### src/sv/tsrc_pkg.sv
// ----------------------------------------------------------------------------
// tsrc_pkg
// Types, codes and helper functions of the two-rotor stepping cipher.
// ----------------------------------------------------------------------------
package tsrc_pkg;

  localparam int ROTOR_SIZE = 28;
  localparam int IDX_W      = 5;
  localparam int CHAR_W     = 8;
  localparam int OP_W       = 3;
  localparam int STATUS_W   = 2;
  localparam int CFG_ADDR_W = 1;

  localparam logic [CHAR_W-1:0] LOAD_KEY     = 8'd42;
  localparam logic [CHAR_W-1:0] CHAR_NEWLINE = 8'd10;
  localparam logic [CHAR_W-1:0] CHAR_SPACE   = 8'd32;
  localparam logic [CHAR_W-1:0] CHAR_PERIOD  = 8'd46;
  localparam logic [CHAR_W-1:0] CHAR_UPPER_A = 8'd65;
  localparam logic [CHAR_W-1:0] CHAR_UPPER_Z = 8'd90;
  localparam logic [CHAR_W-1:0] CHAR_LOWER_A = 8'd97;
  localparam logic [CHAR_W-1:0] CHAR_LOWER_Z = 8'd122;
  localparam logic [CHAR_W-1:0] CASE_OFFSET  = 8'd32;
  localparam logic [CHAR_W-1:0] CHAR_NONE    = 8'd0;

  localparam logic [IDX_W-1:0] IDX_SPACE   = 5'd26;
  localparam logic [IDX_W-1:0] IDX_PERIOD  = 5'd27;
  localparam logic [IDX_W-1:0] IDX_LAST    = 5'(ROTOR_SIZE - 1);
  localparam logic [IDX_W-1:0] IDX_INVALID = 5'(ROTOR_SIZE);

  localparam logic [OP_W-1:0] OP_LOAD_RIGHT = 3'd0;
  localparam logic [OP_W-1:0] OP_LOAD_LEFT  = 3'd1;
  localparam logic [OP_W-1:0] OP_ENCRYPT    = 3'd2;
  localparam logic [OP_W-1:0] OP_DECRYPT    = 3'd3;
  localparam logic [OP_W-1:0] OP_RESTART   = 3'd4;

  localparam logic [STATUS_W-1:0] STATUS_OK       = 2'd0;
  localparam logic [STATUS_W-1:0] STATUS_BAD_CHAR = 2'd1;
  localparam logic [STATUS_W-1:0] STATUS_NO_MATCH = 2'd2;

  localparam logic [CFG_ADDR_W-1:0] REG_START_RIGHT = 1'd0;
  localparam logic [CFG_ADDR_W-1:0] REG_START_LEFT  = 1'd1;

  typedef logic [IDX_W-1:0]    idx_t;
  typedef logic [CHAR_W-1:0]   char_t;
  typedef logic [OP_W-1:0]     op_t;
  typedef logic [STATUS_W-1:0] status_t;

  function automatic idx_t mod_add(input idx_t a, input idx_t b);
    logic [IDX_W:0] s;
    s = {1'b0, a} + {1'b0, b};
    if (s >= (IDX_W+1)'(ROTOR_SIZE)) begin
      s = s - (IDX_W+1)'(ROTOR_SIZE);
    end
    return s[IDX_W-1:0];
  endfunction

  function automatic idx_t mod_sub(input idx_t a, input idx_t b);
    logic [IDX_W:0] s;
    s = {1'b0, a} + (IDX_W+1)'(ROTOR_SIZE) - {1'b0, b};
    if (s >= (IDX_W+1)'(ROTOR_SIZE)) begin
      s = s - (IDX_W+1)'(ROTOR_SIZE);
    end
    return s[IDX_W-1:0];
  endfunction

  function automatic idx_t mod_reduce(input idx_t a);
    return (a >= IDX_INVALID) ? idx_t'(a - IDX_INVALID) : a;
  endfunction

  function automatic idx_t sym_index(input char_t ch);
    char_t u;
    u = (ch >= CHAR_LOWER_A && ch <= CHAR_LOWER_Z) ? char_t'(ch - CASE_OFFSET) : ch;
    if (ch == CHAR_SPACE) begin
      return IDX_SPACE;
    end else if (ch == CHAR_PERIOD) begin
      return IDX_PERIOD;
    end else if (u >= CHAR_UPPER_A && u <= CHAR_UPPER_Z) begin
      return idx_t'(u - CHAR_UPPER_A);
    end
    return IDX_INVALID;
  endfunction

  function automatic char_t sym_char(input idx_t idx);
    if (idx == IDX_SPACE) begin
      return CHAR_SPACE;
    end else if (idx == IDX_PERIOD) begin
      return CHAR_PERIOD;
    end
    return char_t'({3'b000, idx} + CHAR_UPPER_A);
  endfunction

endpackage

### src/sv/tsrc_ifs.sv
// ----------------------------------------------------------------------------
// tsrc channel interfaces
// Valid/ready channels for requests, results and register writes.
// ----------------------------------------------------------------------------
interface tsrc_in_if;
  logic                   valid;
  logic                   ready;
  tsrc_pkg::op_t          operation;
  tsrc_pkg::idx_t         entry_index;
  tsrc_pkg::char_t        entry_word;
  tsrc_pkg::char_t        char_in;

  modport source (output valid, operation, entry_index, entry_word, char_in, input ready);
  modport sink   (input valid, operation, entry_index, entry_word, char_in, output ready);
endinterface

interface tsrc_out_if;
  logic                   valid;
  logic                   ready;
  tsrc_pkg::char_t        char_out;
  tsrc_pkg::status_t      status;

  modport source (output valid, char_out, status, input ready);
  modport sink   (input valid, char_out, status, output ready);
endinterface

interface tsrc_cfg_if;
  logic                               valid;
  logic                               ready;
  logic [tsrc_pkg::CFG_ADDR_W-1:0]    addr;
  tsrc_pkg::idx_t                     data;

  modport source (output valid, addr, data, input ready);
  modport sink   (input valid, addr, data, output ready);
endinterface

### src/sv/two_rotor_stepping_cipher_top.sv
// ----------------------------------------------------------------------------
// two_rotor_stepping_cipher_top
// Two-rotor stepping substitution cipher over A-Z, space and period.
// ----------------------------------------------------------------------------
// Usage:
//   din  : one transaction per request (load right/left entry, encrypt,
//          decrypt, restart). Loads and restart take effect on acceptance.
//   dout : exactly one result transaction per request (char_out, status).
//   cfg  : register writes (start_right, start_left), ready outside reset;
//          write only while the block is idle.
// Flow: loads, restart, newline and invalid characters go straight to the
//   output state after acceptance. Encrypt/decrypt runs one table lookup and a
//   search over the other rotor at one entry per cycle through a single
//   comparator, until a match or until every rotor entry has been compared.
//   din.ready is low while a request is in progress, so a new request is
//   taken only once the previous one has left the output state.
// Reset: offsets and start registers clear; rotor tables hold until loaded.
// Stall: the result sits in an output register; the next request is still
//   accepted and completes once dout frees the register.
// ----------------------------------------------------------------------------
module two_rotor_stepping_cipher_top (
  input  logic           clk,
  input  logic           rst,
  tsrc_in_if.sink        din,
  tsrc_out_if.source     dout,
  tsrc_cfg_if.sink       cfg
);
  import tsrc_pkg::*;

  typedef enum logic [4:0] {
    S_IDLE = 5'b00001,
    S_LOOK = 5'b00010,
    S_KEY  = 5'b00100,
    S_SRCH = 5'b01000,
    S_OUT  = 5'b10000
  } state_t;

  state_t  state;
  state_t  state_next;

  idx_t    start_right;
  idx_t    start_left;
  idx_t    right_offset;
  idx_t    left_offset;

  char_t   right_mem [ROTOR_SIZE];
  char_t   left_mem  [ROTOR_SIZE];
  char_t   right_rd;
  char_t   left_rd;
  idx_t    right_raddr;
  idx_t    left_raddr;

  logic    enc;
  idx_t    c_idx;
  idx_t    saddr;
  idx_t    srch_addr;
  idx_t    j;
  char_t   key;
  char_t   srch_data;
  char_t   res_char;
  status_t res_status;

  logic    out_valid;
  char_t   out_char;
  status_t out_status;

  logic    accept;
  logic    out_free;
  logic    load_right;
  logic    load_left;
  logic    is_cipher;
  idx_t    in_idx;

  assign din.ready     = (state == S_IDLE) && !rst;
  assign accept        = din.valid && din.ready;
  assign out_free      = !out_valid || dout.ready;
  assign dout.valid    = out_valid;
  assign dout.char_out = out_char;
  assign dout.status   = out_status;
  assign cfg.ready     = !rst;

  assign in_idx     = sym_index(din.char_in);
  assign is_cipher  = (din.operation == OP_ENCRYPT) || (din.operation == OP_DECRYPT);
  assign load_right = accept && (din.operation == OP_LOAD_RIGHT) && (din.entry_index < IDX_INVALID);
  assign load_left  = accept && (din.operation == OP_LOAD_LEFT) && (din.entry_index < IDX_INVALID);

  assign srch_addr   = (state == S_KEY) ? saddr : mod_add(saddr, idx_t'(1));
  assign right_raddr = (state == S_LOOK) ? mod_sub(c_idx, right_offset) : srch_addr;
  assign left_raddr  = (state == S_LOOK) ? mod_add(c_idx, left_offset) : srch_addr;
  assign srch_data   = enc ? left_rd : right_rd;

  always_ff @(posedge clk) begin
    if (load_right) begin
      right_mem[din.entry_index] <= din.entry_word ^ LOAD_KEY;
    end
    right_rd <= right_mem[right_raddr];
  end

  always_ff @(posedge clk) begin
    if (load_left) begin
      left_mem[din.entry_index] <= din.entry_word ^ LOAD_KEY;
    end
    left_rd <= left_mem[left_raddr];
  end

  always_ff @(posedge clk) begin
    if (rst) begin
      start_right <= '0;
      start_left  <= '0;
    end else if (cfg.valid && cfg.ready) begin
      unique case (cfg.addr)
        REG_START_RIGHT: start_right <= cfg.data;
        REG_START_LEFT:  start_left  <= cfg.data;
        default: ;
      endcase
    end
  end

  always_comb begin
    state_next = state;
    unique case (state)
      S_IDLE: begin
        if (accept) begin
          if ((din.operation == OP_ENCRYPT || din.operation == OP_DECRYPT) &&
              din.char_in != CHAR_NEWLINE && in_idx != IDX_INVALID) begin
            state_next = S_LOOK;
          end else begin
            state_next = S_OUT;
          end
        end
      end
      S_LOOK: state_next = S_KEY;
      S_KEY:  state_next = S_SRCH;
      S_SRCH: begin
        if (srch_data == key || j == IDX_LAST) begin
          state_next = S_OUT;
        end
      end
      S_OUT: begin
        if (out_free) begin
          state_next = S_IDLE;
        end
      end
      default: state_next = S_IDLE;
    endcase
  end

  always_ff @(posedge clk) begin
    if (rst) begin
      state        <= S_IDLE;
      right_offset <= '0;
      left_offset  <= '0;
      out_valid    <= 1'b0;
    end else begin
      state <= state_next;
      if (accept && din.operation == OP_RESTART) begin
        right_offset <= mod_reduce(start_right);
        left_offset  <= mod_reduce(start_left);
      end else if (state == S_SRCH && srch_data == key) begin
        right_offset <= mod_add(right_offset, idx_t'(1));
        left_offset  <= mod_add(left_offset, idx_t'(1));
      end
      if (state == S_OUT && out_free) begin
        out_valid <= 1'b1;
      end else if (dout.ready) begin
        out_valid <= 1'b0;
      end
    end
  end

  always_ff @(posedge clk) begin
    if (accept) begin
      enc   <= (din.operation == OP_ENCRYPT);
      c_idx <= in_idx;
      saddr <= (din.operation == OP_ENCRYPT) ? left_offset : mod_sub('0, right_offset);
      if (is_cipher && din.char_in == CHAR_NEWLINE) begin
        res_char <= CHAR_NEWLINE;
      end else begin
        res_char <= CHAR_NONE;
      end
      if (is_cipher && din.char_in != CHAR_NEWLINE && in_idx == IDX_INVALID) begin
        res_status <= STATUS_BAD_CHAR;
      end else begin
        res_status <= STATUS_OK;
      end
    end
    if (state == S_KEY) begin
      key <= enc ? right_rd : left_rd;
      j   <= '0;
    end
    if (state == S_SRCH) begin
      saddr <= srch_addr;
      j     <= mod_add(j, idx_t'(1));
      if (srch_data == key) begin
        res_char <= sym_char(j);
      end else if (j == IDX_LAST) begin
        res_status <= STATUS_NO_MATCH;
      end
    end
    if (state == S_OUT && out_free) begin
      out_char   <= res_char;
      out_status <= res_status;
    end
  end

`ifndef NO_ASSERTIONS
  a_offsets_in_range: assert property (@(posedge clk) disable iff (rst)
    right_offset < IDX_INVALID && left_offset < IDX_INVALID)
    else $error("rotor offset out of range");

  a_busy_after_accept: assert property (@(posedge clk) disable iff (rst)
    accept |=> !din.ready)
    else $error("request accepted while previous one in progress");

  a_result_from_out: assert property (@(posedge clk) disable iff (rst)
    $rose(out_valid) |-> $past(state == S_OUT))
    else $error("result raised outside output state");

  a_search_bound: assert property (@(posedge clk) disable iff (rst)
    state == S_SRCH |-> j <= IDX_LAST)
    else $error("search index ran past the rotor");

  a_offsets_hold: assert property (@(posedge clk) disable iff (rst)
    (state == S_LOOK || state == S_KEY) |=> $stable(right_offset) && $stable(left_offset))
    else $error("offsets changed before search finished");
`endif

endmodule
### src/flat_wrapper.sv
// flat-port wrapper written by rule: the top's interface ports become plain ports
module two_rotor_stepping_cipher_top_flat import tsrc_pkg::*;
  (clk, rst, din_valid, din_operation, din_entry_index, din_entry_word, din_char_in, din_ready, dout_valid, dout_char_out, dout_status, dout_ready, cfg_valid, cfg_addr, cfg_data, cfg_ready);
  tsrc_in_if din_i ();
  tsrc_out_if dout_i ();
  tsrc_cfg_if cfg_i ();
  input  logic clk;
  input  logic rst;
  input wire logic [$bits(din_i.valid)-1:0] din_valid;
  input wire logic [$bits(din_i.operation)-1:0] din_operation;
  input wire logic [$bits(din_i.entry_index)-1:0] din_entry_index;
  input wire logic [$bits(din_i.entry_word)-1:0] din_entry_word;
  input wire logic [$bits(din_i.char_in)-1:0] din_char_in;
  output wire logic [$bits(din_i.ready)-1:0] din_ready;
  output wire logic [$bits(dout_i.valid)-1:0] dout_valid;
  output wire logic [$bits(dout_i.char_out)-1:0] dout_char_out;
  output wire logic [$bits(dout_i.status)-1:0] dout_status;
  input wire logic [$bits(dout_i.ready)-1:0] dout_ready;
  input wire logic [$bits(cfg_i.valid)-1:0] cfg_valid;
  input wire logic [$bits(cfg_i.addr)-1:0] cfg_addr;
  input wire logic [$bits(cfg_i.data)-1:0] cfg_data;
  output wire logic [$bits(cfg_i.ready)-1:0] cfg_ready;
  assign din_i.valid = din_valid;
  assign din_i.operation = din_operation;
  assign din_i.entry_index = din_entry_index;
  assign din_i.entry_word = din_entry_word;
  assign din_i.char_in = din_char_in;
  assign din_ready = din_i.ready;
  assign dout_valid = dout_i.valid;
  assign dout_char_out = dout_i.char_out;
  assign dout_status = dout_i.status;
  assign dout_i.ready = dout_ready;
  assign cfg_i.valid = cfg_valid;
  assign cfg_i.addr = cfg_addr;
  assign cfg_i.data = cfg_data;
  assign cfg_ready = cfg_i.ready;
  two_rotor_stepping_cipher_top u_core (.clk(clk), .rst(rst), .din(din_i), .dout(dout_i), .cfg(cfg_i));
endmodule
### config.mk
export PLATFORM = sky130hd
export DESIGN_NAME = two_rotor_stepping_cipher_top_flat
export DESIGN_NICKNAME = d
export VERILOG_FILES = /design/src/sv/tsrc_pkg.sv /design/src/sv/tsrc_ifs.sv /design/src/sv/two_rotor_stepping_cipher_top.sv /design/src/flat_wrapper.sv
export SDC_FILE = /design/constraint.sdc
export NUM_CORES = 1
export LEC_CHECK = 0
export ABC_AREA = 1
export BUFFER_PORTS_ARGS = -buffer_cell sky130_fd_sc_hd__buf_4
export CELL_PAD_IN_SITES_DETAIL_PLACEMENT = 1
export CELL_PAD_IN_SITES_GLOBAL_PLACEMENT = 1
export CORE_ASPECT_RATIO = 0.8
export CORE_MARGIN = 2
export CORE_UTILIZATION = 50
export CTS_CLUSTER_SIZE = 40
export DETAILED_ROUTE_END_ITERATION = 16
export PLACE_DENSITY_LB_ADDON = 0.1
export SKIP_LAST_GASP = 1
export SYNTH_ARGS = -nofsm -noshare
export SYNTH_HDL_FRONTEND = slang
export SYNTH_SLANG_ARGS = --single-unit
### constraint.sdc
create_clock -name clk -period 7.5 [get_ports clk]
set_clock_uncertainty 0.15 [all_clocks]
set_input_delay 1.5 -clock clk [delete_from_list [all_inputs] [get_ports clk]]
set_output_delay 1.5 -clock clk [all_outputs]
set_load 0.02 [all_outputs]
Yosys cells after proc, flatten, opt, wreduce, memory -nomap -nowiden
Memories as Yosys holds them, arrays and structs flattened. A register that Yosys moved wholly into a read port is not among the register bits.
Cells that the tools add are included.

word-level totals
  bits in registers = 70
  memories kept = 2
  bits in writable memories = 448
  input port bits = 35
  output and inout port bits = 13

cells by class
  reductions and logical operators = 29
  order comparisons = 14
  multiplexer cells = 58
  add/sub/neg operators = 20
  bitwise gates (word level) = 2
  eq/ne operators = 21

memories
  memory            depth  width  read ports  clocked after Yosys merged registers in  wr ports  RTL line                             RTL
  u_core.left_mem   28     8      1           1                                        1         two_rotor_stepping_cipher_top.sv:47  char_t left_mem [ROTOR_SIZE];
  u_core.right_mem  28     8      1           1                                        1         two_rotor_stepping_cipher_top.sv:46  char_t right_mem [ROTOR_SIZE];

operators by type and width
  operator                                                           number
  2-to-1 mux 5 bit                                                   29
  2-to-1 mux 8 bit                                                   9
  subtractor 5 bit, second input constant                            9
  greater-or-equal comparator 6 x 5 -> 1 bit, second input constant  7
  case mux 5 bit (5 select lines)                                    1
  adder 5 x 1 -> 6 bit, second input constant                        4
  equality test 5 bit, second input constant                         4
  equality test 8 x 6 -> 1 bit, second input constant                2
  greater-or-equal comparator 8 x 7 -> 1 bit, second input constant  2
  <= comparator 8 x 7 -> 1 bit, second input constant                2
  logical AND 1 bit                                                  16
  2-to-1 mux 1 bit                                                   14
  greater-or-equal comparator 5 bit, second input constant           2
  adder 5 x 7 -> 8 bit, second input constant                        1
  equality test 8 x 4 -> 1 bit, second input constant                1
  equality test 8 bit                                                1
  2-to-1 mux 2 bit                                                   4
  inequality test 8 x 4 -> 1 bit, second input constant              1
  nonzero test 2 bit                                                 4
  subtractor 8 x 6 -> 8 bit, second input constant                   1
  adder 5 x 5 -> 6 bit                                               1
  adder 5 x 5 -> 6 bit, second input constant                        1
  equality test 3 x 2 -> 1 bit, second input constant                2
  inequality test 2 x 1 -> 1 bit, second input constant              3
  19 further kinds                                                   23

Depth between registers and ports, before layout
Gate-level depths: netlist (run 1).

  depth after elaboration = 16
  gate-level depth with buffers = 20
  mapped depth without buffers = 19

Worst setup path after synthesis (run 1)
Ideal clock, no wire load.

  path kind = input-to-output
  from = input rst
  to = output cfg_ready
  stages = 3
  data required time = 5850 ps
  path slack = 3573 ps
  arrival time = 2277 ps
  path through = clkbuf_1 -> clkinv_1 -> clkbuf_1

on the way
  longest elaborated chain between the ends = 1

ends and longest elaborated chain
  element            RTL line                             RTL
  start, declared    flat_wrapper.sv:8                    input logic rst;
  logical NOT 1 bit  two_rotor_stepping_cipher_top.sv:80  assign cfg.ready = !rst;
  end, declared      flat_wrapper.sv:22                   output wire logic [$bits(cfg_i.ready)-1:0] cfg_ready;

No other way between the ends.

Worst setup path in the final report (run 1)
  from = register u_core.c_idx[1]
  to = register u_core.right_rd[3], read port of u_core.right_mem

on the way
  longest elaborated chain between the ends = 5

ends and longest elaborated chain
  element                                                                         RTL line                              RTL
  start, declared                                                                 two_rotor_stepping_cipher_top.sv:54   idx_t c_idx;
  start signal, assigned                                                          two_rotor_stepping_cipher_top.sv:174  c_idx <= in_idx;
  adder 5 x 5 -> 6 bit (*)                                                        tsrc_pkg.sv:59                        s = {1'b0, a} + (IDX_W+1)'(ROTOR_SIZE) - {1'b0, b};
  subtractor 6 x 5 -> 6 bit (*)                                                   tsrc_pkg.sv:59
  subtractor 5 bit or greater-or-equal comparator 6 x 5 -> 1 bit (tied branches)  tsrc_pkg.sv:61, tsrc_pkg.sv:60
  2-to-1 mux 5 bit (*)                                                            tsrc_pkg.sv:60                        if (s >= (IDX_W+1)'(ROTOR_SIZE)) begin
  2-to-1 mux 5 bit (*)                                                            two_rotor_stepping_cipher_top.sv:88   assign right_raddr = (state == S_LOOK) ? mod_sub(c_idx, right_offset) : srch_addr;
  end, declared                                                                   two_rotor_stepping_cipher_top.sv:48   char_t right_rd;

Mark *: on every way between the ends. The rest lies on a longest branch, timed or not.
A chain may end at the register's enable or synchronous reset.

==> flow_summary_export.csv, run 1 <==
group,metric,value,unit
outcome,outcome,"finished, final reports clean",
cts,post_cts_buffers,0,
critical_path,reg2regPathDepth,15,
power,power_density,287,mW/mm2
timing,fmax,224,MHz
critical_path,end_kind,"flip-flop",
critical_path,crit_path_frequent_cell,"nand2_1",
critical_path,cp-start-kind,"flip-flop",
route,dr.pass1.iters,6,
placement,place_ws,2.86,ns
timing,finalHoldViolCount,0,
global_route,grt_overflow,0,
cts,cts_tree,"built",
synthesis,ys_seq_area_share,63.3,%
timing,setup_viol,0,
timing,rsz0062_at_grt,"no",
floorplan,die_x,252,um
route,ant_nets,0,
final_layout,design_area,0.0269,mm2
synthesis,yosys_warnings,0,
global_route,first_global_vias,18100,
synthesis,synth.distinct_cells,47,
route,vias_per_cell,5.76,
floorplan,ios,48,
critical_path,crit_required,7.85,ns
critical_path,path_cells,"ha_1 > ha_1 > inv_1 > fa_1 > xnor2_1 > ha_1 > nand3_1 > nand3_1 > nand3_1 > nand2_1 > nand2_1 > nand3_1 > nand2_1 > nand2_1 > nand2_1",
synthesis,syn_inst,2416,
route,routed_wl,72.0,mm
global_route,grt_usage,28.6,%
global_route,antenna_found_initial,2,
cts,max-clock-path-buffers,3,
floorplan,die_area,0.0508,mm2
synthesis,synthAdderAreaFrac,1.99,%
power,ir_drop,0.232,mV
synthesis,netlist_area,0.0245,mm2
route,wl_per_cell,23.3,um
cts,cts_hold_buf,0,
floorplan,core_area,0.0484,mm2
timing,period_minus_slack,4.47,ns
timing,worstMarginPinSlew,1.06,ns
route,vias,17800,
hold_path,hold_class,"flip-flop to flip-flop",
route,drt_iter0_drc,1624,
critical_path,r2r-start,"u_core.c_idx[1]$_DFFE_PP_",
placement,placed_area,0.0251,mm2
timing,finalWorstSetupSlack,3.03,ns
critical_path,ff2ff_setup_slack,3.03,ns
synthesis,yosys.area_share.simple,24.2,%
synthesis,synth_mux_area_share,0.0868,%
final_layout,final_cells,3091,
placement,io_buffer_count,47,
placement,gp_congestion,0.887,
global_route,grt_pass1_wl,109,mm
synthesis,synth_edf_count,482,
route,drc,0,
final_layout,areaGrowthSynthToFinish,9.57,%
floorplan,num_rows,72,
timing,fin_crit_sh,59.6,%
critical_path,critical_path_class,"flip-flop to flip-flop",
synthesis,synth_xor_area_share,1.00,%
critical_path,regToRegEndpoint,"u_core.right_rd[3]$_DFF_P_",
timing,setup_tns,0,ns
cts,htreeDepth,2,
final_layout,drive_above_1_share,7.52,%
timing,drv_slew,0,
synthesis,syn_nets,2488,
synthesis,synth_compound_area_share,3.27,%
placement,dp_cells,2989,
cts,clk_latency,0.62,ns
critical_path,worstPathArrival,4.82,ns
critical_path,max_stage_delay,0.94,ns
cts,cts_buffers,54,
flow_run,cap_viol_max_count,0,
placement,hpwlAfterDp,46.8,mm
final_layout,n_fill_cell,5228,
timing,slew_headroom,29.0,%
critical_path,endpoint,"u_core.right_rd[3]$_DFF_P_",
final_layout,final_nets,2488,
global_route,grt_max_degree,81,
critical_path,cpMaxStageDelayCell,"nand2_1",
synthesis,synthFlopType,"edfxtp_1",
cts,clk_pin_slew,0.06,ns
timing,hold-worst-slack,0.283,ns
hold_path,worstHoldStart,"u_core.res_char[0]$_DFF_P_",
synthesis,synth-seq-cells,534,
cts,ctsResizeCount,0,
synthesis,synthArstFlopShare,0,%
synthesis,synth_area_per_cell,10.1,um2
power,p_leak,10.6,nW
floorplan,initial_utilization,50.7,%
critical_path,cp_max_fo,25,
cts,root_buffer,"clkbuf_16",
critical_path,cp-startpoint,"u_core.c_idx[1]$_DFFE_PP_",
cts,cts.sinks,534,
synthesis,synth_top_family_by_area,"simple AND/OR/NAND/NOR gates",
floorplan,die_height,202,um
-- state kept, by name (all words and copies together), names as in the netlist --
| name | flops |
|---|---|
| u_core.dout.status | 2 |
| u_core.res_char | 8 |
| u_core.right_rd | 8 |
| u_core.key | 8 |
| u_core.start_left | 5 |
| u_core.res_status | 2 |
| u_core.start_right | 5 |
| u_core.left_mem | 224 |
| u_core.left_offset | 5 |
| u_core.dout.valid | 1 |
| u_core.right_mem | 224 |
| u_core.dout.char_out | 8 |
| u_core.right_offset | 5 |
| u_core.enc | 1 |
| u_core.j | 5 |
| u_core.state | 5 |
| u_core.left_rd | 8 |
| u_core.saddr | 5 |
| u_core.c_idx | 5 |
-- through the flow --
stage               util (%)  power [mW]
finish                  55.5        7.71
global route            55.5        8.02
CTS                     55.5        7.71
detailed placement      51.9        5.03
global placement        51.9        4.97
floorplan                  -        4.51
-- logic make-up (layout without fill, tap and decap cells) --
logic type / after synthesis / count (layout)
adders and majority gates: 38 / 38
buffers and inverters: 345 / 390
muxes: 2 / 2
and+or+nand+nor: 1324 / 1324
DFF: 534 / 534
other: 0 / 1
xor gates and xnor gates: 28 / 28
AOI/OAI and AO/OA: 145 / 145
-- routing by layer --
layer  track usage (%)  vias up  part of all wire, %
met4              7.76        2                  2.3
met3              5.68      120                  7.7
met5                 0        -                0.018
met1              42.9     8904                   46
met2              42.7      577                   44
li1                  -     8190                    -
-- worst min path at each step --
stage | end | slack (ns) | cells past startpoint
final | u_core.dout.char_out[0]$_DFFE_PP_ | 0.28 | 0
after global placement | u_core.dout.status[1]$_DFFE_PP_ | 0.27 | 0
after detailed placement | u_core.dout.status[1]$_DFFE_PP_ | 0.27 | 0
after CTS | u_core.dout.char_out[0]$_DFFE_PP_ | 0.28 | 0
after floorplan | u_core.dout.char_out[1]$_DFFE_PP_ | 0.26 | 0
after global routing | u_core.dout.char_out[0]$_DFFE_PP_ | 0.29 | 0
-- final cells by class --
cell class	instances	area [um2]	share of cell area, %
antenna	1	2.50	0.00932
clock buffer	68	1430	5.31
clock inverter	33	327	1.22
inverter	230	863	3.21
multi-input combinational	1537	7500	27.9
sequential	534	15500	57.8
tap	629	787	2.93
timing repair buffer	59	443	1.65
-- synth_stat cells (2+ instances only) --
cell | number | area (um2)
a21oi_1 | 42 | 210
buf_1 | 4 | 15.0
buf_2 | 49 | 245
buf_4 | 25 | 188
buf_6 | 9 | 101
clkbuf_1 | 28 | 105
clkinv_1 | 10 | 37.5
dfxtp_1 | 52 | 1040
edfxtp_1 | 482 | 14500
fa_1 | 2 | 40.0
ha_1 | 35 | 438
inv_1 | 205 | 769
inv_2 | 15 | 56.3
nand2_1 | 671 | 2520
nand2_2 | 6 | 37.5
nand2_4 | 2 | 22.5
nand3_1 | 367 | 1840
nand3_2 | 3 | 30.0
nand3b_1 | 81 | 608
nand4_1 | 17 | 106
nor2_1 | 135 | 507
nor2_2 | 4 | 25.0
nor3_1 | 15 | 75.1
o211ai_1 | 18 | 135
o21ai_0 | 63 | 315
o21ai_1 | 9 | 45.0
o22ai_1 | 2 | 12.5
o31ai_1 | 5 | 37.5
or2_1 | 10 | 62.6
or2_2 | 7 | 43.8
xnor2_1 | 10 | 87.6
xor2_1 | 18 | 158
-- worst max-delay path: cells and delay by family (launching register included) --
family / cells / cell delay, ns
adder cells (fa/ha/maj): 4 / 1.08
AND/OR/NAND/NOR: 9 / 2.36
XOR/XNOR: 1 / 0.22
buffers and inverters: 1 / 0.05
flip-flops: 1 / 0.47
-- placed cells by master (no fill, tap or decap), types with 2 or more instances in the layout --
| cell type | count |
|---|---|
| o21ai_1 | 9 |
| fa_1 | 2 |
| edfxtp_1 | 482 |
| o31ai_1 | 5 |
| o21ai_0 | 63 |
| nor2_1 | 135 |
| inv_2 | 18 |
| ha_1 | 35 |
| clkinv_2 | 8 |
| bufinv_16 | 5 |
| inv_1 | 202 |
| nand2_2 | 7 |
| nand4_1 | 17 |
| nand2_4 | 3 |
| or2_1 | 10 |
| clkbuf_1 | 13 |
| or2_2 | 7 |
| nor3_1 | 15 |
| nand3_2 | 2 |
| clkinvlp_4 | 6 |
| nor2_2 | 4 |
| xnor2_1 | 10 |
| o211ai_1 | 18 |
| dfxtp_1 | 52 |
| inv_6 | 2 |
| a21oi_1 | 42 |
| clkinv_1 | 19 |
| o22ai_1 | 2 |
| buf_4 | 59 |
| nand3b_1 | 81 |
| xor2_1 | 18 |
| clkbuf_16 | 55 |
| nand2_1 | 669 |
| nand3_1 | 367 |
-- report_power, final --
group          switching (mW)  internal, mW
Combinational            1.18         0.438
Sequential             0.0612          3.33
Clock                    1.17          1.53
Note: power is estimated with default switching activity, not from simulation.
==> run 2: changes to the inputs <==
Clock period 7.5 ns to 4.45 ns, I/O delays scaled along.
==> run 2 against run 1 <==
Effect of this change: global-route usage down 0.40 points; sequential power increased by 69%; final cell count up 0.58%; non-clock buffer count is 19 higher; maximum frequency increased by 19%; count of clock-buffer cells in the layout increased by 1; highest routed layer unchanged.
==> flow_summary_export.csv, run 2 (same netlist as run 1, synthesis figures left out) <==
group,metric,value,unit
final_layout,largestRegisters,"u_core.left_mem (224), u_core.right_mem (224)",
final_layout,areaGrowthSynthToFinish,10.0,%
power,power_density,479,mW/mm2
floorplan,die_height,202,um
cts,max-clock-path-buffers,3,
route,wl_per_cell,22.8,um
critical_path,cp-start-kind,"flip-flop",
hold_path,hold_path_depth,0,
flow_run,cap_viol_max_count,0,
critical_path,cpMaxStageDelayCell,"dfxtp_1",
critical_path,worstPathArrival,4.12,ns
cts,ctsResizeCount,0,
cts,cts_tree,"built",
timing,slew_headroom,22.2,%
critical_path,critical_path_class,"flip-flop to flip-flop",
global_route,grt_overflow,0,
cts,cts_buffers,55,
final_layout,final_nets,2508,
timing,period_minus_slack,3.76,ns
final_layout,layout_commonest_cell,"nand2_1",
final_layout,design_area,0.0270,mm2
hold_path,worstHoldStart,"u_core.res_char[1]$_DFF_P_",
hold_path,hold_class,"flip-flop to flip-flop",
cts,clk_pin_slew,0.06,ns
global_route,grt_usage,28.3,%
route,drc,0,
timing,finalHoldViolCount,0,
route,drt_iter0_drc,1605,
final_layout,multiInputGateArea,0.00749,mm2
route,vias_per_cell,5.72,
outcome,outcome,"finished, final reports clean",
route,dr.pass1.iters,5,
floorplan,die_x,252,um
global_route,antenna_found_initial,2,
floorplan,core_area,0.0484,mm2
critical_path,reg2regPathDepth,17,
route,routed_wl,71.0,mm
timing,setup_tns,0,ns
cts,clk_latency,0.61,ns
power,p_total,12.9,mW
cts,post_cts_buffers,0,
timing,drv_slew,0,
timing,setup_viol,0,
critical_path,cp_max_fo,13,
placement,hpwlAfterDp,46.1,mm
final_layout,final_cell_mix,"nand2_1 (671), edfxtp_1 (482), nand3_1 (367)",
placement,io_buffer_count,47,
floorplan,ios,48,
final_layout,seq_area,0.0155,mm2
floorplan,die_area,0.0508,mm2
critical_path,crit_required,4.81,ns
timing,finalWorstSetupSlack,0.691,ns
floorplan,initial_utilization,50.7,%
critical_path,crit_path_frequent_cell,"nand2_1",
power,p_leak,10.6,nW
critical_path,path_cells,"inv_1 > ha_1 > ha_1 > inv_1 > fa_1 > xnor2_1 > ha_1 > nand3_1 > nand2_1 > nand2_1 > nand3_1 > nand2_1 > buf_4 > a21oi_1 > nor2_1 > nand2_1 > nand2_1",
timing,worstMarginPinSlew,1.17,ns
cts,cts_hold_buf,0,
cts,htreeDepth,2,
route,vias,17800,
critical_path,r2r-start,"u_core.right_offset[1]$_SDFFE_PP0P_",
critical_path,critPathTopFamily,"adder cells",
final_layout,drive_above_1_share,8.07,%
critical_path,end_kind,"flip-flop",
critical_path,max_stage_delay,0.40,ns
critical_path,crit_buf_inv,3,
power,ir_drop,0.503,mV
critical_path,regToRegEndpoint,"u_core.right_rd[3]$_DFF_P_",
placement,gp_congestion,0.851,
timing,rsz0062_at_grt,"no",
cts,cts.sinks,534,
final_layout,n_fill_cell,5236,
global_route,grt_max_degree,120,
timing,fmax,266,MHz
cts,root_buffer,"clkbuf_16",
final_layout,final_util,55.7,%
global_route,grt_pass1_wl,109,mm
timing,fin_crit_sh,84.5,%
global_route,first_global_vias,18100,
placement,place_ws,0.768,ns
hold_path,holdPathEnd,"u_core.dout.char_out[1]$_DFFE_PP_",
placement,placed_area,0.0253,mm2
floorplan,num_rows,72,
critical_path,ff2ff_setup_slack,0.69,ns
route,ant_nets,0,
==> run 2: cell count changes in the layout (fill, tap and decap cells not counted), sizes merged <==
cell      before  now
clkinvlp       6    2
clkinv        28   35
bufinv         5    3
inv          224  221
clkbuf        68   69
buf           59   78
==> run 2: through the flow <==
step / hold WS [ns] / std cells
after floorplan: 0.259 / 2416
after global placement: 0.267 / 3008
after detailed placement: 0.273 / 3008
after CTS: 0.281 / 3108
after global routing: 0.291 / 3108
final: 0.281 / 3109
==> run 2: routing by layer <==
metal / up-vias / global-route usage, % / part of all wire (%)
li1: 8222 / - / -
met1: 8933 / 43.0 / 47
met2: 535 / 42.0 / 44
met3: 85 / 5.52 / 7.6
met4: 2 / 6.25 / 1.8
met5: - / 0 / 0.025
==> run 2: report_power, final <==
group	switching (mW)	internal (mW)	leakage [nW]
sequential	0.110	5.61	4.75
combinational	2.01	0.759	5.06
clock	1.95	2.49	0.834
==> run 2: how the worst max path moves through the flow <==
stage	startpoint	end	slack, ns	depth (start not counted)
final	u_core.right_offset[1]$_SDFFE_PP0P_	u_core.right_rd[3]$_DFF_P_	0.69	17
after global placement	u_core.c_idx[1]$_DFFE_PP_	u_core.right_rd[6]$_DFF_P_	0.92	16
after CTS	u_core.right_offset[1]$_SDFFE_PP0P_	u_core.right_rd[4]$_DFF_P_	0.77	17
after detailed placement	u_core.right_offset[1]$_SDFFE_PP0P_	u_core.right_rd[6]$_DFF_P_	0.77	16
after floorplan	rst	u_core.left_mem[10][0]$_DFFE_PP_	1.48	6
after global routing	u_core.right_offset[1]$_SDFFE_PP0P_	u_core.right_rd[6]$_DFF_P_	0.31	16
==> run 2: cell type report <==
type | count | share of cell area, %
Tap cell | 629 | 2.92
Antenna cell | 1 | 0.00928
Multi-Input combinational cell | 1537 | 27.8
Clock inverter | 31 | 0.868
Inverter | 230 | 3.20
Timing Repair Buffer | 78 | 2.26
Clock buffer | 69 | 5.41
Sequential cell | 534 | 57.5
